File: config.mk
export PLATFORM = sky130hd
export DESIGN_NAME = decimal_text_number_parser_unit
export DESIGN_NICKNAME = d
export VERILOG_FILES = /design/src/rtl/dtnp_pkg.sv /design/src/rtl/decimal_text_number_parser_unit.sv
export SDC_FILE = /design/constraint.sdc
export NUM_CORES = 1
export LEC_CHECK = 0
export ABC_AREA = 1
export BUFFER_PORTS_ARGS = -buffer_cell sky130_fd_sc_hd__buf_2
export CELL_PAD_IN_SITES_DETAIL_PLACEMENT = 1
export CELL_PAD_IN_SITES_GLOBAL_PLACEMENT = 2
export CORE_MARGIN = 2
export CORE_UTILIZATION = 41
export DETAILED_ROUTE_END_ITERATION = 12
export PLACE_DENSITY = 0.87
export RECOVER_POWER = 100
export SLEW_MARGIN = 20
export SYNTH_ARGS = -nofsm -noshare
export SYNTH_HDL_FRONTEND = slang
export SYNTH_SLANG_ARGS = --single-unit
File: constraint.sdc
create_clock -name clk -period 16.5 [get_ports clk]
set_input_delay 1.65 -clock clk [delete_from_list [all_inputs] [get_ports clk]]
set_output_delay 1.65 -clock clk [all_outputs]
set_load 0.02 [all_outputs]
File: src/rtl/dtnp_pkg.sv
// Shared types, codes and constants of the decimal text number parser.
package dtnp_pkg;

  localparam int COUNT_BITS_DEF = 16;
  localparam int FRAC_BITS_DEF  = 48;

  // Fraction weight table: 0.1, 0.01, ... until it rounds to zero
  localparam int WEIGHT_DEPTH    = 24;
  localparam int WEIGHT_IDX_BITS = $clog2(WEIGHT_DEPTH);

  localparam logic [7:0] CHAR_ZERO  = 8'h30;
  localparam logic [7:0] CHAR_NINE  = 8'h39;
  localparam logic [7:0] CHAR_MINUS = 8'h2d;
  localparam logic [7:0] CHAR_POINT = 8'h2e;

  localparam logic [1:0] MODE_UNSIGNED = 2'd0;
  localparam logic [1:0] MODE_SIGNED   = 2'd1;
  localparam logic [1:0] MODE_REAL     = 2'd2;

  typedef enum logic [2:0] {
    PH_IDLE,
    PH_START,
    PH_SIGNED,
    PH_INTDIG,
    PH_AFTERINT,
    PH_POINT,
    PH_FRAC
  } phase_t;

  typedef enum logic [1:0] {
    STATUS_OK         = 2'd0,
    STATUS_POINT_ONLY = 2'd1,
    STATUS_NO_NUMBER  = 2'd2
  } status_t;

  typedef struct packed {
    logic [31:0] integer_part;
    logic [31:0] fraction;
    logic        negative;
    logic [15:0] consumed;
    status_t     status;
  } result_t;

  // Weight after k fraction digits in Q0.frac_bits, rounded half up each step.
  // Only ever called with constant arguments.
  function automatic logic [63:0] weight_at(int frac_bits, int k);
    logic [64:0] w;
    int          i;
    w = ((65'd1 << (frac_bits - 1)) + 65'd2) / 65'd5;
    for (i = 0; i < k; i++) begin
      w = (w + 65'd5) / 65'd10;
    end
    return w[63:0];
  endfunction

endpackage

File: src/rtl/decimal_text_number_parser_unit.sv
// Top level of the decimal text number parser: one character per request.
//
// Input channel (in_valid/in_stall): one ASCII character per request with
// first/last flags; first starts a new string and drops any unfinished one.
// Output channel (out_valid/out_stall): one result per string, given when a
// misfit, the last character or a non-real-mode leading zero ends the parse.
// cfg_we/cfg_wdata write number_mode (0 unsigned, 1 signed, 2/3 real).
//
// Throughput is one character per cycle while in_stall is low; the parse
// state, the integer multiply-by-ten and the digit times weight add all
// work in the same cycle. A result is registered when the character that
// ends the parse is accepted. A two-entry output buffer lets input keep
// flowing while a result waits; in_stall rises only when both entries are
// full, i.e. while the receiver holds out_stall and a second result is
// pending. Synchronous reset returns to idle (characters ignored until
// first), empties the output buffer and sets number_mode to real.
module decimal_text_number_parser_unit #(
  parameter int COUNT_BITS = dtnp_pkg::COUNT_BITS_DEF,
  parameter int FRAC_BITS  = dtnp_pkg::FRAC_BITS_DEF
) (
  input  logic        clk,
  input  logic        rst,
  input  logic        cfg_we,
  input  logic [1:0]  cfg_wdata,
  input  logic        in_valid,
  output logic        in_stall,
  input  logic [7:0]  char_code,
  input  logic        first,
  input  logic        last,
  output logic        out_valid,
  input  logic        out_stall,
  output logic [31:0] integer_part,
  output logic [31:0] fraction,
  output logic        negative,
  output logic [15:0] consumed,
  output logic [1:0]  status
);

  localparam int SUM_W  = FRAC_BITS + 5;
  localparam int FR_SHR = (FRAC_BITS >= 32) ? FRAC_BITS - 32 : 0;
  localparam int FR_SHL = (FRAC_BITS >= 32) ? 0 : 32 - FRAC_BITS;
  localparam logic [dtnp_pkg::WEIGHT_IDX_BITS-1:0] WEIGHT_LAST =
    dtnp_pkg::WEIGHT_IDX_BITS'(dtnp_pkg::WEIGHT_DEPTH - 1);

  // Parse state
  logic [1:0]                             number_mode;
  dtnp_pkg::phase_t                       phase, phase_next;
  logic                                   sign_seen, sign_seen_next;
  logic [31:0]                            int_accum, int_accum_next;
  logic [FRAC_BITS-1:0]                   frac_accum, frac_accum_next;
  logic [dtnp_pkg::WEIGHT_IDX_BITS-1:0]   frac_idx, frac_idx_next;
  logic [COUNT_BITS-1:0]                  char_count, char_count_next;
  logic                                   got_int, got_int_next;

  // Phase after the character, before the return to idle
  dtnp_pkg::phase_t                       parse_ph;

  // Output buffer
  dtnp_pkg::result_t out_reg, skid_reg, res_c;
  logic              skid_valid;

  logic in_accept, out_take, res_fire, done;

  logic [FRAC_BITS-1:0] weight_rom [dtnp_pkg::WEIGHT_DEPTH];

  for (genvar g = 0; g < dtnp_pkg::WEIGHT_DEPTH; g++) begin : g_weight
    assign weight_rom[g] = FRAC_BITS'(dtnp_pkg::weight_at(FRAC_BITS, g));
  end

  assign in_stall  = skid_valid;
  assign in_accept = in_valid && !in_stall;
  assign out_take  = out_valid && !out_stall;

  // Character decode
  logic                 is_digit, real_mode, sign_ok;
  logic [3:0]           digit;
  logic [FRAC_BITS+3:0] frac_add;
  logic [SUM_W-1:0]     frac_sum;

  assign is_digit  = (char_code >= dtnp_pkg::CHAR_ZERO) && (char_code <= dtnp_pkg::CHAR_NINE);
  assign digit     = is_digit ? char_code[3:0] : 4'd0;
  assign real_mode = number_mode >= dtnp_pkg::MODE_REAL;
  assign sign_ok   = number_mode != dtnp_pkg::MODE_UNSIGNED;

  // Next-state logic
  always_comb begin
    dtnp_pkg::phase_t      ph;
    logic                  take;
    logic                  active;
    logic [FRAC_BITS-1:0]  acc_w;
    logic [dtnp_pkg::WEIGHT_IDX_BITS-1:0] idx_w;
    logic [COUNT_BITS-1:0] cnt_w;

    if (first) begin
      ph              = dtnp_pkg::PH_START;
      sign_seen_next  = 1'b0;
      int_accum_next  = 32'd0;
      acc_w           = '0;
      idx_w           = '0;
      cnt_w           = '0;
      got_int_next    = 1'b0;
    end else begin
      ph              = phase;
      sign_seen_next  = sign_seen;
      int_accum_next  = int_accum;
      acc_w           = frac_accum;
      idx_w           = frac_idx;
      cnt_w           = char_count;
      got_int_next    = got_int;
    end

    active          = (ph != dtnp_pkg::PH_IDLE);
    take            = 1'b0;
    done            = 1'b0;
    frac_accum_next = acc_w;
    frac_idx_next   = idx_w;
    char_count_next = cnt_w;
    frac_add        = (FRAC_BITS+4)'(digit) * (FRAC_BITS+4)'(weight_rom[idx_w]);
    frac_sum        = SUM_W'(acc_w) + SUM_W'(frac_add);

    case (ph)
      dtnp_pkg::PH_START, dtnp_pkg::PH_SIGNED: begin
        if (ph == dtnp_pkg::PH_START && sign_ok && char_code == dtnp_pkg::CHAR_MINUS) begin
          sign_seen_next = 1'b1;
          take           = 1'b1;
          ph             = dtnp_pkg::PH_SIGNED;
        end else if (is_digit && digit != 4'd0) begin
          int_accum_next = 32'(digit);
          got_int_next   = 1'b1;
          take           = 1'b1;
          ph             = dtnp_pkg::PH_INTDIG;
        end else if (is_digit) begin
          // leading zero closes the integer part
          got_int_next = 1'b1;
          take         = 1'b1;
          ph           = dtnp_pkg::PH_AFTERINT;
          done         = !real_mode;
        end else if (char_code == dtnp_pkg::CHAR_POINT && real_mode) begin
          take = 1'b1;
          ph   = dtnp_pkg::PH_POINT;
        end
      end
      dtnp_pkg::PH_INTDIG, dtnp_pkg::PH_AFTERINT: begin
        if (ph == dtnp_pkg::PH_INTDIG && is_digit) begin
          int_accum_next = (int_accum_next << 3) + (int_accum_next << 1) + 32'(digit);
          take           = 1'b1;
        end else if (char_code == dtnp_pkg::CHAR_POINT && real_mode) begin
          take = 1'b1;
          ph   = dtnp_pkg::PH_POINT;
        end
      end
      dtnp_pkg::PH_POINT, dtnp_pkg::PH_FRAC: begin
        if (is_digit) begin
          if (frac_sum[SUM_W-1:FRAC_BITS] != '0) begin
            frac_accum_next = '1;
          end else begin
            frac_accum_next = frac_sum[FRAC_BITS-1:0];
          end
          // weight stays zero once the table runs out
          if (idx_w != WEIGHT_LAST) begin
            frac_idx_next = idx_w + 1'b1;
          end
          take = 1'b1;
          ph   = dtnp_pkg::PH_FRAC;
        end
      end
      default: begin
      end
    endcase

    if (take) begin
      if (cnt_w != '1) begin
        char_count_next = cnt_w + 1'b1;
      end
      if (last) begin
        done = 1'b1;
      end
    end else begin
      done = 1'b1;
    end

    parse_ph   = ph;
    done       = done && active;
    phase_next = done ? dtnp_pkg::PH_IDLE : ph;
    if (!active) begin
      phase_next = dtnp_pkg::PH_IDLE;
    end
  end

  // Result formatting, from the state after this character
  always_comb begin
    logic [63:0]          acc64;
    logic [31:0]          count32;
    dtnp_pkg::status_t    st;

    acc64   = 64'(frac_accum_next);
    count32 = 32'(char_count_next);

    st = dtnp_pkg::STATUS_OK;
    if (parse_ph == dtnp_pkg::PH_START || parse_ph == dtnp_pkg::PH_SIGNED) begin
      st = dtnp_pkg::STATUS_NO_NUMBER;
    end else if (parse_ph == dtnp_pkg::PH_POINT && !got_int_next) begin
      st = dtnp_pkg::STATUS_POINT_ONLY;
    end

    res_c.status = st;
    if (st == dtnp_pkg::STATUS_OK) begin
      res_c.integer_part = int_accum_next;
      res_c.fraction     = 32'((acc64 >> FR_SHR) << FR_SHL);
      res_c.negative     = sign_seen_next;
      res_c.consumed     = (count32 > 32'h0000_ffff) ? 16'hffff : count32[15:0];
    end else begin
      res_c.integer_part = 32'd0;
      res_c.fraction     = 32'd0;
      res_c.negative     = 1'b0;
      res_c.consumed     = 16'd0;
    end
  end

  assign res_fire = in_accept && done;

  // Configuration and parse state
  always_ff @(posedge clk) begin
    if (rst) begin
      number_mode <= dtnp_pkg::MODE_REAL;
      phase       <= dtnp_pkg::PH_IDLE;
    end else begin
      if (cfg_we) begin
        number_mode <= cfg_wdata;
      end
      if (in_accept) begin
        phase <= phase_next;
      end
    end
  end

  always_ff @(posedge clk) begin
    if (in_accept) begin
      sign_seen  <= sign_seen_next;
      int_accum  <= int_accum_next;
      frac_accum <= frac_accum_next;
      frac_idx   <= frac_idx_next;
      char_count <= char_count_next;
      got_int    <= got_int_next;
    end
  end

  // Two-entry output buffer
  always_ff @(posedge clk) begin
    if (rst) begin
      out_valid  <= 1'b0;
      skid_valid <= 1'b0;
    end else if (res_fire) begin
      if (!out_valid) begin
        out_valid <= 1'b1;
      end else if (!out_take) begin
        skid_valid <= 1'b1;
      end
    end else if (out_take) begin
      if (skid_valid) begin
        skid_valid <= 1'b0;
      end else begin
        out_valid <= 1'b0;
      end
    end
  end

  always_ff @(posedge clk) begin
    if (res_fire) begin
      if (!out_valid || (out_take && !skid_valid)) begin
        out_reg <= res_c;
      end else begin
        skid_reg <= res_c;
      end
    end else if (out_take && skid_valid) begin
      out_reg <= skid_reg;
    end
  end

  assign integer_part = out_reg.integer_part;
  assign fraction     = out_reg.fraction;
  assign negative     = out_reg.negative;
  assign consumed     = out_reg.consumed;
  assign status       = out_reg.status;

endmodule
# == Word-level counts from Yosys, hierarchy flattened ==
# Memory sizes are Yosys's and may differ from the RTL's.
# Cells that the tools add are included.
# totals
word_cells,147
output_inout_bits,85
rom_bits,1536
n_memories,1
in_bits,17
register_bits,276
# mem_list
memory,words,word_bits,read_ports,rd_clocked_by_memory_dff,wr,line_no,text
(name not given),32,48,1,0,0,decimal_text_number_parser_unit.sv:118,frac_add = (FRAC_BITS+4)'(digit) * (FRAC_BITS+4)'(weight_rom[idx_w]);
# classes
add_sub_neg,5
multipliers,1
bitwise_logic,2
magnitude_cmp,4
n_mux,63
reduce_logical,34
eq_ne,17
# op_table
operator,count
48-bit two-way mux,6
83-bit two-way mux,3
32-bit two-way mux,4
81-bit two-way mux,1
32-bit one-hot mux with 2 select lines,1
48-bit by 52-bit adder with 53-bit output,1
4-bit by 48-bit multiplier with 52-bit output,1
16-bit two-way mux,3
32-bit adder,1
32-bit by 4-bit adder with 32-bit output,1
1-bit two-way mux,28
3-bit two-way mux,9
5-bit two-way mux,4
"16-bit by 1-bit adder with 16-bit output, second input constant",1
"8-bit by 6-bit equality test with 1-bit output, second input constant",2
"16-bit != test, second input constant",1
1-bit logical AND,13
"3-bit equality test, second input constant",4
"3-bit by 2-bit equality test with 1-bit output, second input constant",3
3-bit one-hot mux with 3 select lines,1
"8-bit by 6-bit >= comparator with 1-bit output, second input constant",1
"8-bit by 6-bit less-or-equal comparator with 1-bit output, second input constant",1
"3-bit by 1-bit equality test with 1-bit output, second input constant",2
"6-bit >= comparator, second input constant",1
20 further kinds,33

# == Logic depth before layout (Yosys ltp) ==
# Gate-level depths: netlist of the first run.
# logic_depth
ltp_word,16
ltp_mapped,39

# == Least setup slack after synthesis of the first run ==
# Ideal clock, no wire load.
# synth_timing
kind,input port to flip-flop
startpoint,input out_stall
endpoint,"register out_reg, in the netlist consumed[0], enable pin"
setup_slack_ns,8.286
path_buffers,0
arrival_ns,7.576
cell_stages,3
required_ns,15.861
setup_time_ns,0.639
path_cell_list,inv_1 > nand2_1 > o21ai_0
# synth_via
elab_chain_len,6
# synth_lines
item,line_no,text
start: declaration,decimal_text_number_parser_unit.sv:31,"input logic out_stall,"
1-bit logical NOT *,decimal_text_number_parser_unit.sv:72,assign out_take = out_valid && !out_stall;
1-bit logical AND *,decimal_text_number_parser_unit.sv:72,
1-bit logical AND,decimal_text_number_parser_unit.sv:270,if (!out_valid || (out_take && !skid_valid)) begin
1-bit logical OR,decimal_text_number_parser_unit.sv:270,
2-bit by 1-bit != test with 1-bit output (no line),--,
2-bit AND reduction (no line) *,--,
end signal: assignment,decimal_text_number_parser_unit.sv:271,out_reg <= res_c;
end signal: assignment,decimal_text_number_parser_unit.sv:276,out_reg <= skid_reg;
end: declaration,decimal_text_number_parser_unit.sv:59,"dtnp_pkg::result_t out_reg, skid_reg, res_c;"
# Every way passes the cells marked *; elsewhere a longest branch is shown, timed or not.
# A chain may end at the register's enable or synchronous reset.

# == Final worst setup path of the first run ==
# layout_timing
startpoint,input first
endpoint,"register out_reg, in the netlist fraction[23], enable pin"
# layout_via
elab_chain_len,12
# layout_lines
item,line_no,text
start: declaration,decimal_text_number_parser_unit.sv:28,"input logic first,"
3-bit two-way mux *,decimal_text_number_parser_unit.sv:94,if (first) begin
3-bit by 1-bit equality test with 1-bit output,"decimal_text_number_parser_unit.sv:121, decimal_text_number_parser_unit.sv:123",
1-bit logical AND (2 in a row),decimal_text_number_parser_unit.sv:123,if (ph == dtnp_pkg::PH_START && sign_ok && char_code == dtnp_pkg::CHAR_MINUS) begin
1-bit two-way mux,decimal_text_number_parser_unit.sv:123,
1-bit two-way mux,decimal_text_number_parser_unit.sv:121,case (ph)
1-bit two-way mux,decimal_text_number_parser_unit.sv:175,if (last) begin
1-bit two-way mux,decimal_text_number_parser_unit.sv:171,if (take) begin
1-bit logical AND *,decimal_text_number_parser_unit.sv:183,done = done && active;
1-bit logical AND *,decimal_text_number_parser_unit.sv:220,assign res_fire = in_accept && done;
2-bit by 1-bit != test with 1-bit output (no line) / 2-bit nonzero test (equally long branches),--,
2-bit AND reduction (no line) *,--,
# Marks and branches as above.

==> impl_metrics.sql, run 1 <==
INSERT INTO impl_metrics (metric_group, metric, value, unit) VALUES
('status', 'outcome', 'finished, violations left', ''),
('status', 'violated_checks', 'max-capacitance violations, max-slew violations', ''),
('pwr', 'power_leakage', '0.0130', 'µW'),
('timing', 'finClkSkew', '0.0231', 'ns'),
('clock_tree', 'tritoncts', 'done', ''),
('yosys', 'synth_sequential_area_ratio', '0.342', ''),
('timing', 'final-max-slew-violation-count', '412', ''),
('clock_tree', 'cts_buffers', '35', ''),
('pwr', 'p_seq_frac', '0.449', ''),
('critical_path', 'critPathTopFamily', 'buffers and inverters', ''),
('placement', 'hpwl', '64600', 'µm'),
('grt', 'global_route.usage.total', '0.273', ''),
('yosys', 'dominantRegCellSynth', 'edfxtp_1', ''),
('drt', 'routed_vias', '21200', ''),
('drt', 'route.detailed.wl_per_inst', '20.2', 'µm'),
('yosys', 'yosys_warnings', '0', ''),
('clock_tree', 'cts.sinks', '276', ''),
('grt', 'grt_antenna_before_repair', '0', ''),
('timing', 'final.setup.worst_slack', '4.58', 'ns'),
('timing', 'timing.setup.tns', '0', 'ns'),
('drt', 'drt_iter0_drc', '1299', ''),
('drt', 'antenna_violating_nets_post_route', '0', ''),
('critical_path', 'critPathArrivalTime', '12.09', 'ns'),
('finish', 'syn_to_final_growth', '8.17', '%'),
('critical_path', 'largest_driver_fanout_on_the_critical_path', '58', ''),
('yosys', 'syn-mean-instance-area', '7.54', 'µm²'),
('pwr', 'power_density', '70.5', 'nW/µm²'),
('drt', 'drc_violation_count_after_routing', '0', ''),
('placement', 'gpl.final_weighted_congestion', '0.936', ''),
('floorplan', 'coreArea', '57800', 'µm²'),
('finish', 'largest_register_ffs', '83', ''),
('pwr', 'power.switching', '545', 'µW'),
('placement', 'place.detailed.instances', '3992', ''),
('critical_path', 'cell_chain_critical_path', 'clkbuf_1 > clkinvlp_2 > clkbuf_1 > nand2_1 > nand3_1 > nor2_1 > a21oi_1 > o21ai_0 > nand3b_2 > nand2_1 > nor2_4 > clkbuf_1 > nand2_1 > o21ai_0 > buf_4', ''),
('critical_path', 'worst_ep_required_time', '16.68', 'ns'),
('floorplan', 'floorplan.die.width', '246', 'µm'),
('grt', 'grt_overflow_total', '0', ''),
('timing', 'max_freq', '83.9', 'MHz'),
('pwr', 'sw_frac_of_total', '0.297', ''),
('critical_path', 'cp-start-kind', 'primary input', ''),
('clock_tree', 'cts_root_buffer', 'clkbuf_16', ''),
('yosys', 'asyncSetResetFlopFracSynth', '0', ''),
('floorplan', 'die_y', '246', 'µm'),
('critical_path', 'critical_path.endpoint_type', 'flop', ''),
('pwr', 'power.share.combinational', '0.159', ''),
('grt', 'grt_start_max_net_pins', '104', ''),
('timing', 'rsz0062_at_grt', 'no', ''),
('floorplan', 'placementRows', '88', ''),
('yosys', 'synth_seq_cells', '276', ''),
('finish', 'n_antenna_cell', '0', ''),
('clock_tree', 'clockBufferDepth', '3', ''),
('critical_path', 'cp_slowest_cell', 'o21ai_0', ''),
('critical_path', 'cp.buffers_inverters', '5', ''),
('floorplan', 'io_pins', '102', ''),
('yosys', 'synth.lib_cells_used.distinct', '57', ''),
('clock_tree', 'htree_depth', '2', ''),
('run', 'timing.max_cap.violations', '10', ''),
('timing', 'timing.max_slew.rel_slack', '-1.79', ''),
('yosys', 'synth_edf_count', '269', ''),
('placement', 'placed_area', '25200', 'µm²'),
('finish', 'drive_above_1_share', '0.0413', ''),
('drt', 'drt-total-wl', '82000', 'µm'),
('drt', 'detail_route.vias_per_cell', '5.23', ''),
('finish', 'filler_cell_count', '7338', ''),
('timing', 'tightest_slew', '4.17', 'ns'),
('critical_path', 'timing.setup.critical_path_class', 'in -> reg', ''),
('worst_hold_path', 'holdCritPathClass', 'reg -> reg', ''),
('floorplan', 'initial_utilization', '0.416', ''),
('finish', 'postLayoutCellArea', '26000', 'µm²'),
('critical_path', 'critical_path.startpoint', 'first', ''),
('critical_path', 'timing.rr.start', 'frac_idx[1]$_DFFE_PP_', '');
## metal layers
layer,part of all wire,global-route usage
met1,0.46,0.373
met2,0.47,0.456
met3,0.040,0.0304
met4,0.027,0.0777
met5,0,0
## cell usage after synthesis (5+ instances only)
cell type / instances / share of area
nand2_1: 872 / 0.14
inv_1: 589 / 0.092
nor2_1: 395 / 0.062
edfxtp_1: 269 / 0.34
nand3_1: 171 / 0.036
ha_1: 132 / 0.069
fa_1: 126 / 0.11
o21ai_0: 114 / 0.024
a21oi_1: 113 / 0.024
nor3_1: 49 / 0.010
nand4_1: 45 / 0.012
o21ai_1: 37 / 0.0077
xor2_1: 37 / 0.013
clkbuf_1: 32 / 0.0050
buf_2: 24 / 0.0050
nor2_4: 20 / 0.0094
nor2_2: 19 / 0.0049
nand2_2: 13 / 0.0034
o21bai_1: 11 / 0.0034
inv_2: 10 / 0.0016
o22ai_1: 10 / 0.0026
a21o_1: 9 / 0.0028
buf_6: 9 / 0.0042
dfxtp_1: 7 / 0.0058
or2_2: 7 / 0.0018
buf_1: 6 / 0.00094
buf_4: 5 / 0.0016
xnor2_1: 5 / 0.0018
## worst min-delay path: stages, from the launching register on
cell	delay (ns)
edfxtp_1	0.32
nand2_1	0.05
nand2_1	0.05
## cell families after synthesis
group,synth area share
buffers and inverters,0.112
adders and majority gates,0.174
AOI/OAI and AO/OA,0.0735
DFF,0.342
xor gates and xnor gates,0.0153
and+or+nand+nor,0.283
## path summary, 6_finish.rpt
kind                            depth (start not counted)                      to  slack (ns)
worst max-delay path                                   15  fraction[23]$_DFFE_PP_        4.58
worst min-delay path                                    2   fraction[9]$_DFFE_PP_        0.52
worst max register to register                         27  fraction[18]$_DFFE_PP_        7.93
worst min register to register                          2   fraction[9]$_DFFE_PP_        0.52
## per-stage QoR
step	hold WS, ns	power [µW]
2_1_floorplan	0.481	1040
3_3_place_gp	0.481	1130
3_5_place_dp	0.510	1130
4_1_cts	0.516	1860
5_1_grt	0.531	1900
6_report	0.516	1830
## power groups by stage
stage / Combinational, µW / Clock, µW / Sequential [µW]
floorplan: 195 / 0 / 850
CTS: 302 / 737 / 821
finish: 291 / 718 / 823
global route: 326 / 752 / 826
detailed placement: 300 / 0 / 835
global placement: 292 / 0 / 835
## placed cells by master (no fill, tap or decap), drive strengths merged, types with 9 or more instances in the layout
master,count
a21oi,117
a21o,9
edfxtp,269
ha,132
nand4,46
nor2,435
inv,599
xor2,37
o21bai,11
clkbuf,138
nor3,51
clkinv,16
o22ai,10
buf,24
nand2,888
nand3,173
fa,126
o21ai,154
## area by class of cell
class	count	area, µm²	area share
Inverter	603	2270	0.0873
Timing Repair Buffer	117	498	0.0192
Sequential cell	276	8220	0.316
Multi-Input combinational cell	2231	13000	0.500
Clock buffer	45	935	0.0360
Tap cell	765	957	0.0368
Clock inverter	17	104	0.00400
No activity file was read; power rests on OpenSTA's default activity.
==> inputs of run 2 (changes only) <==
- ABC_AREA: 1 -> 0
- CORE_UTILIZATION: 41 -> 37
- PLACE_DENSITY: 0.87 -> 0.77
- clock period: 16.5 -> 9.9 ns (I/O delays scaled with it)
==> run 2 against run 1 <==
Against the previous run:
- the run still ends with max-capacitance violations, max-slew violations left
- die area rose by 1.4%
- synthesized cell count is 28% lower
- first-iteration DRC count decreased by 31%
- via count fell by 19%
- flip-flop and latch count unchanged
- combinational power rose by 69%
- critical path depth rose by 6
==> impl_metrics.sql, run 2 <==
INSERT INTO impl_metrics (metric_group, metric, value, unit) VALUES
('status', 'outcome', 'finished, violations left', ''),
('status', 'violated_checks', 'max-capacitance violations, max-slew violations', ''),
('finish', 'syn_to_final_growth', '9.18', '%'),
('yosys', 'synth_seq_cells', '276', ''),
('finish', 'largest_register_ffs', '83', ''),
('drt', 'first_pass_iters', '5', ''),
('yosys', 'syn_area', '22000', 'µm²'),
('run', 'timing.max_cap.violations', '5', ''),
('drt', 'drc_violation_count_after_routing', '0', ''),
('yosys', 'synth_sequential_area_ratio', '0.374', ''),
('timing', 'final.setup.worst_slack', '1.12', 'ns'),
('finish', 'finalNetCount', '2632', ''),
('clock_tree', 'cts_buffers', '35', ''),
('placement', 'place_ws', '0.864', 'ns'),
('pwr', 'peakVddDrop', '122', 'µV'),
('yosys', 'synth_edf_count', '269', ''),
('clock_tree', 'cts_root_buffer', 'clkbuf_16', ''),
('clock_tree', 'cts.sinks', '276', ''),
('placement', 'placed_area', '23200', 'µm²'),
('finish', 'n_antenna_cell', '0', ''),
('drt', 'route.detailed.wl_per_inst', '20.7', 'µm'),
('critical_path', 'critPathArrivalTime', '9.15', 'ns'),
('floorplan', 'floorplan.die.width', '248', 'µm'),
('critical_path', 'worst_ep_required_time', '10.27', 'ns'),
('timing', 'finalCriticalPeriod', '8.78', 'ns'),
('finish', 'final_cell_mix', 'edfxtp_1, nand2_1, inv_1', ''),
('finish', 'drive_above_1_share', '0.0483', ''),
('yosys', 'syn-mean-instance-area', '9.53', 'µm²'),
('floorplan', 'die_y', '248', 'µm'),
('finish', 'postLayoutCellArea', '24000', 'µm²'),
('drt', 'routed_vias', '17100', ''),
('drt', 'drt-total-wl', '65400', 'µm'),
('floorplan', 'floorplan.die_area', '61400', 'µm²'),
('grt', 'grt_pass1_wl', '104000', 'µm'),
('yosys', 'post_synth_most_frequent_cells', 'edfxtp_1, nand2_1, inv_1, nor2_1, ha_1', ''),
('pwr', 'clockPowerShare', '0.407', ''),
('timing', 'tightest_slew', '3.10', 'ns'),
('pwr', 'sw_frac_of_total', '0.280', ''),
('grt', 'global_route.usage.total', '0.216', ''),
('clock_tree', 'clkLatencyLatePin', '0.55', 'ns'),
('timing', 'setup_viol', '0', ''),
('timing', 'finalHoldViolations', '0', ''),
('clock_tree', 'hold_buffers', '0', ''),
('yosys', 'most_frequent_cell_after_synthesis', 'edfxtp_1', ''),
('timing', 'finClkSkew', '0.0288', 'ns'),
('grt', 'grt_antenna_before_repair', '1', ''),
('clock_tree', 'clockBufferDepth', '3', ''),
('critical_path', 'critical_path.endpoint_type', 'flop', ''),
('timing', 'rsz0062_at_grt', 'no', ''),
('grt', 'grt_overflow_total', '0', ''),
('timing', 'max_freq', '114', 'MHz'),
('pwr', 'power_leakage', '0.0105', 'µW'),
('critical_path', 'timing.critical_path.slowest_cell_delay', '1.07', 'ns'),
('floorplan', 'initial_utilization', '0.373', ''),
('critical_path', 'largest_driver_fanout_on_the_critical_path', '26', ''),
('placement', 'gpl.final_weighted_congestion', '0.844', ''),
('grt', 'grt_start_max_net_pins', '78', ''),
('pwr', 'power.share.combinational', '0.156', ''),
('timing', 'share_of_the_clock_period_used_by_the_worst_path', '0.887', ''),
('pwr', 'power.switching', '885', 'µW'),
('yosys', 'synth.area.top_cells', 'edfxtp_1, fa_1, ha_1', ''),
('floorplan', 'placementRows', '89', ''),
('pwr', 'power_density', '132', 'nW/µm²'),
('clock_tree', 'cts.repair_timing.setup_buffer_count', '0', ''),
('critical_path', 'timing.setup.critical_path_class', 'in -> reg', ''),
('worst_hold_path', 'holdCritPathClass', 'reg -> reg', ''),
('clock_tree', 'clk_transition_reported_paths', '0.06', 'ns'),
('pwr', 'p_seq_frac', '0.438', ''),
('critical_path', 'cp_common_cell', 'fa_1', ''),
('critical_path', 'cp-start-kind', 'primary input', ''),
('critical_path', 'cp_slowest_cell', 'clkbuf_1', ''),
('yosys', 'yosys_warnings', '0', ''),
('placement', 'numPortBuffers', '101', ''),
('yosys', 'netlist.top_cell.by_area', 'edfxtp_1', ''),
('floorplan', 'io_pins', '102', ''),
('drt', 'antenna_violating_nets_post_route', '0', ''),
('clock_tree', 'tritoncts', 'done', ''),
('timing', 'final-max-slew-violation-count', '239', ''),
('yosys', 'synth.lib_cells_used.distinct', '83', ''),
('yosys', 'synthesis.instances', '2309', ''),
('yosys', 'synth.net_count', '2584', ''),
('yosys', 'asyncSetResetFlopFracSynth', '0', ''),
('pwr', 'fin_total_pwr', '3160', 'µW'),
('drt', 'detail_route.vias_per_cell', '5.42', ''),
('pwr', 'cell_internal_pwr', '2280', 'µW'),
('finish', 'mostFrequentLayoutCell', 'edfxtp_1', ''),
('timing', 'timing.setup.tns', '0', 'ns'),
('timing', 'timing.max_slew.rel_slack', '-1.08', ''),
('drt', 'drt_iter0_drc', '901', ''),
('placement', 'hpwl', '48700', 'µm'),
('yosys', 'synth.top_cell.area_share', '0.367', ''),
('yosys', 'dominantRegCellSynth', 'edfxtp_1', ''),
('clock_tree', 'htree_depth', '2', ''),
('critical_path', 'cell_chain_critical_path', 'buf_4 > clkbuf_1 > nor2b_1 > nor2_1 > nand3_1 > o41a_1 > nor2_1 > fa_1 > fa_1 > inv_1 > fa_1 > inv_1 > ha_1 > nand4_1 > o31ai_1 > and4_1 > nor3_1 > o211ai_1 > clkbuf_1 > o21ai_0 > o31ai_1', ''),
('floorplan', 'coreArea', '58900', 'µm²'),
('clock_tree', 'postCtsResizedCells', '0', ''),
('grt', 'number_of_global_route_vias_before_repair', '18000', '');
run 2: cell types whose count changed in the layout (fill, tap and decap cells not counted), moves of 15 or more:
| cell | before | now |
|---|---|---|
| nand2_1 | 880 | 260 |
| inv_1 | 589 | 257 |
| nor2_1 | 408 | 256 |
| nand3_1 | 172 | 35 |
| nor2b_1 | 0 | 65 |
| xnor2_1 | 5 | 53 |
| o21ai_0 | 150 | 104 |
| o31ai_1 | 4 | 49 |
| a21o_1 | 9 | 39 |
| mux2_1 | 0 | 25 |
| a22oi_1 | 2 | 24 |
| and3_1 | 1 | 19 |
| nand2b_1 | 0 | 15 |
| nor2_4 | 17 | 2 |
run 2: area by class of cell:
class,count,area (µm²)
fill,6792,34900
multi-input combinational,1658,12200
sequential,276,8220
inverter,260,977
tap,773,967
clock buffer,45,945
timing repair buffer,126,568
clock inverter,15,186
run 2: worst max-delay path: cells and delay by family:
| family | cells | cell delay (ns) |
|---|---|---|
| buffers and inverters | 5 | 1.89 |
| adder cells (fa/ha/maj) | 4 | 2.02 |
| AO/OA/AOI/OAI | 5 | 2.08 |
| AND/OR/NAND/NOR | 7 | 2.14 |
run 2: power groups by stage:
stage | registers, µW | logic, µW | clock network [µW]
2_1_floorplan | 1430 | 335 | 0
3_3_place_gp | 1400 | 500 | 0
3_5_place_dp | 1400 | 511 | 0
4_1_cts | 1380 | 514 | 1330
5_1_grt | 1390 | 549 | 1370
6_report | 1380 | 492 | 1290
run 2: cell families after synthesis:
kind of cell | Yosys count | share of synthesized area
muxes | 37 | 0.0228
buffers and inverters | 375 | 0.0686
adders and majority gates | 258 | 0.190
AOI/OAI and AO/OA | 478 | 0.143
DFF | 276 | 0.374
xor gates and xnor gates | 81 | 0.0323
and+or+nand+nor | 804 | 0.170
run 2: worst paths after layout:
kind,end,slack [ns],start,cells past startpoint
worst min register to register,fraction[3]$_DFFE_PP_,0.52,skid_reg[22]$_DFFE_PP_,2
worst min-delay path,fraction[3]$_DFFE_PP_,0.52,skid_reg[22]$_DFFE_PP_,2
worst max-delay path,fraction[31]$_DFFE_PP_,1.12,first,21
worst max register to register,fraction[31]$_DFFE_PP_,2.01,frac_idx[1]$_DFFE_PP_,24
run 2: layer usage:
metal | routed length, µm | up-vias | track usage
met1 | 31700 | 8651 | 0.305
met5 | 11 | - | 0
met3 | 2240 | 70 | 0.0248
met2 | 30100 | 272 | 0.354
li1 | - | 8096 | -
met4 | 1330 | 2 | 0.0520
run 2: stage by stage:
stage	util	hold slack, ns	instances
after floorplan	-	0.462	2309
after global placement	0.393	0.503	3092
after detailed placement	0.394	0.509	3093
after CTS	0.413	0.527	3153
after global routing	0.408	0.538	3153
final	0.408	0.519	3153
==> inputs of run 3 (changes only) <==
- CELL_PAD_IN_SITES_DETAIL_PLACEMENT: 1 -> 2
==> run 3 against run 2 <==
Against the previous run:
- cell count grew 0.25%
- die area is the same
- combinational power grew 4.9%
- largest cell class unchanged
- maximum frequency grew 1.3%
- the flow still finishes with violations (max-capacitance violations, max-slew violations)
- sequential power is essentially flat
- count of clock-buffer cells in the layout grew 4
- worst setup slack gained 0.12 ns
==> impl_metrics.sql, run 3 (same netlist as run 2, synthesis figures left out) <==
INSERT INTO impl_metrics (metric_group, metric, value, unit) VALUES
('status', 'outcome', 'finished, violations left', ''),
('status', 'violated_checks', 'max-capacitance violations, max-slew violations', ''),
('drt', 'detail_route.vias_per_cell', '5.59', ''),
('timing', 'timing.setup.tns', '0', 'ns'),
('timing', 'finalHoldViolations', '0', ''),
('drt', 'drt_iter0_drc', '817', ''),
('drt', 'route.top_layer_used', 'met4', ''),
('floorplan', 'initial_utilization', '0.373', ''),
('grt', 'global_route.usage.total', '0.246', ''),
('timing', 'final-max-slew-violation-count', '462', ''),
('placement', 'hpwl', '54500', 'µm'),
('floorplan', 'coreArea', '58900', 'µm²'),
('critical_path', 'timing.setup.critical_path_class', 'in -> reg', ''),
('clock_tree', 'cts_root_buffer', 'clkbuf_16', ''),
('drt', 'routed-wl-met2', '36800', 'µm'),
('drt', 'met3_wirelength', '2600', 'µm'),
('finish', 'final_cell_mix', 'edfxtp_1, nand2_1, inv_1, nor2_1, ha_1', ''),
('floorplan', 'placementRows', '89', ''),
('floorplan', 'die_y', '248', 'µm'),
('clock_tree', 'clockBufferDepth', '3', ''),
('floorplan', 'floorplan.die.width', '248', 'µm'),
('timing', 'finClkSkew', '0.0240', 'ns'),
('grt', 'grt_antenna_before_repair', '1', ''),
('timing', 'setup_viol', '0', ''),
('finish', 'filler_cell_count', '6434', ''),
('clock_tree', 'tritoncts', 'done', ''),
('clock_tree', 'cts.repair_timing.setup_buffer_count', '0', ''),
('worst_hold_path', 'worstHoldPathCells', '1', ''),
('finish', 'finalNetCount', '2635', ''),
('clock_tree', 'cts_buffers', '37', ''),
('timing', 'finalCriticalPeriod', '8.67', 'ns'),
('placement', 'numPortBuffers', '101', ''),
('critical_path', 'cp-start-kind', 'primary input', ''),
('clock_tree', 'postCtsResizedCells', '0', ''),
('critical_path', 'largest_driver_fanout_on_the_critical_path', '60', ''),
('pwr', 'cell_internal_pwr', '2460', 'µW'),
('finish', 'finalCoreUtilization', '0.412', ''),
('timing', 'max_freq', '115', 'MHz'),
('finish', 'largest_register_ffs', '83', ''),
('timing', 'rsz0062_at_grt', 'no', ''),
('placement', 'place_ws', '0.730', 'ns'),
('floorplan', 'io_pins', '102', ''),
('timing', 'tightest_slew', '3.34', 'ns'),
('critical_path', 'critical_path.endpoint_type', 'flop', ''),
('drt', 'first_pass_iters', '5', ''),
('pwr', 'sw_frac_of_total', '0.281', ''),
('critical_path', 'critPathArrivalTime', '8.82', 'ns'),
('pwr', 'clockPowerShare', '0.442', ''),
('grt', 'grt_overflow_total', '0', ''),
('clock_tree', 'hold_buffers', '0', ''),
('drt', 'detail_route.wirelength.met1', '33600', 'µm'),
('critical_path', 'worst_ep_required_time', '10.05', 'ns'),
('drt', 'routed_vias', '17700', ''),
('clock_tree', 'cts.sinks', '276', ''),
('pwr', 'power.switching', '958', 'µW'),
('timing', 'final.setup.worst_slack', '1.23', 'ns'),
('placement', 'gpl.final_weighted_congestion', '0.844', ''),
('finish', 'postLayoutCellArea', '24300', 'µm²'),
('critical_path', 'r2r.worst_path.cells', '21', ''),
('grt', 'grt_start_max_net_pins', '78', ''),
('finish', 'mostFrequentLayoutCell', 'edfxtp_1', ''),
('pwr', 'peakVddDrop', '122', 'µV'),
('grt', 'number_of_global_route_vias_before_repair', '19700', ''),
('drt', 'route.detailed.wl_per_inst', '23.6', 'µm'),
('pwr', 'p_seq_frac', '0.407', ''),
('finish', 'multi_input_comb_area', '12200', 'µm²'),
('drt', 'antenna_violating_nets_post_route', '0', ''),
('run', 'timing.max_cap.violations', '9', ''),
('finish', 'n_antenna_cell', '0', ''),
('timing', 'hold_ws', '0.529', 'ns'),
('finish', 'syn_to_final_growth', '10.4', '%'),
('grt', 'grt_pass1_wl', '117000', 'µm'),
('finish', 'sequential_cell_area', '8220', 'µm²'),
('worst_hold_path', 'holdCritPathClass', 'reg -> reg', ''),
('clock_tree', 'clkLatencyLatePin', '0.57', 'ns'),
('timing', 'share_of_the_clock_period_used_by_the_worst_path', '0.875', ''),
('floorplan', 'floorplan.die_area', '61400', 'µm²'),
('drt', 'drt-total-wl', '74600', 'µm'),
('pwr', 'power_leakage', '0.0106', 'µW'),
('finish', 'drive_above_1_share', '0.0544', ''),
('drt', 'drc_violation_count_after_routing', '0', ''),
('placement', 'placed_area', '23200', 'µm²'),
('clock_tree', 'htree_depth', '2', ''),
('timing', 'timing.max_slew.rel_slack', '-1.24', ''),
('clock_tree', 'clk_transition_reported_paths', '0.06', 'ns'),
('pwr', 'power.share.combinational', '0.151', ''),
('pwr', 'power_density', '141', 'nW/µm²');
-- run 3: cell types whose count changed in the layout (fill, tap and decap cells not counted), sizes merged --
cell	previous run	this run
bufinv	4	8
inv	259	258
clkinvlp	1	2
clkinv	11	10
buf	31	28
clkbuf	140	148
-- run 3: metal layers --
| metal | vias to the layer above | global-route usage |
|---|---|---|
| li1 | 8098 | - |
| met2 | 323 | 0.430 |
| met4 | 0 | 0.0629 |
| met1 | 9153 | 0.323 |
| met5 | - | 0 |
| met3 | 108 | 0.0274 |
-- run 3: path summary, 6_finish.rpt --
check | start | endpoint | slack [ns]
setup / recovery | first | skid_reg[29]$_DFFE_PP_ | 1.23
hold / removal | skid_reg[45]$_DFFE_PP_ | fraction[26]$_DFFE_PP_ | 0.53
hold reg to reg | skid_reg[45]$_DFFE_PP_ | fraction[26]$_DFFE_PP_ | 0.53
setup reg to reg | frac_idx[1]$_DFFE_PP_ | fraction[17]$_DFFE_PP_ | 2.17
-- run 3: cell type report --
cell class | instances | share of cell area
clock buffer | 49 | 0.0429
clock inverter | 18 | 0.0131
inverter | 260 | 0.0403
multi-input combinational | 1658 | 0.502
sequential | 276 | 0.339
tap | 773 | 0.0398
timing repair buffer | 127 | 0.0235
-- run 3: worst max-delay path: stages --
cell and delay [ns]:
buf_4 0.16, clkbuf_1 1.11, clkbuf_1 2.19, and4bb_2 0.38
nand3_1 0.69, nand2_1 0.20, a221oi_4 0.47, or3_1 0.27
nand2_4 0.26, nor2_4 0.56, buf_12 0.26, clkbuf_2 1.18
-- run 3: power by group through the flow --
stage | clock network (µW) | registers (µW) | logic (µW)
finish | 1510 | 1390 | 516
global route | 1580 | 1390 | 567
global placement | 0 | 1400 | 500
detailed placement | 0 | 1410 | 525
CTS | 1540 | 1380 | 534
floorplan | 0 | 1430 | 335
-- run 3: per-stage QoR --
step,power [µW],instances
finish,3410,3161
detailed placement,1930,3093
global placement,1900,3092
floorplan,1760,2309
CTS,3460,3160
global route,3540,3161
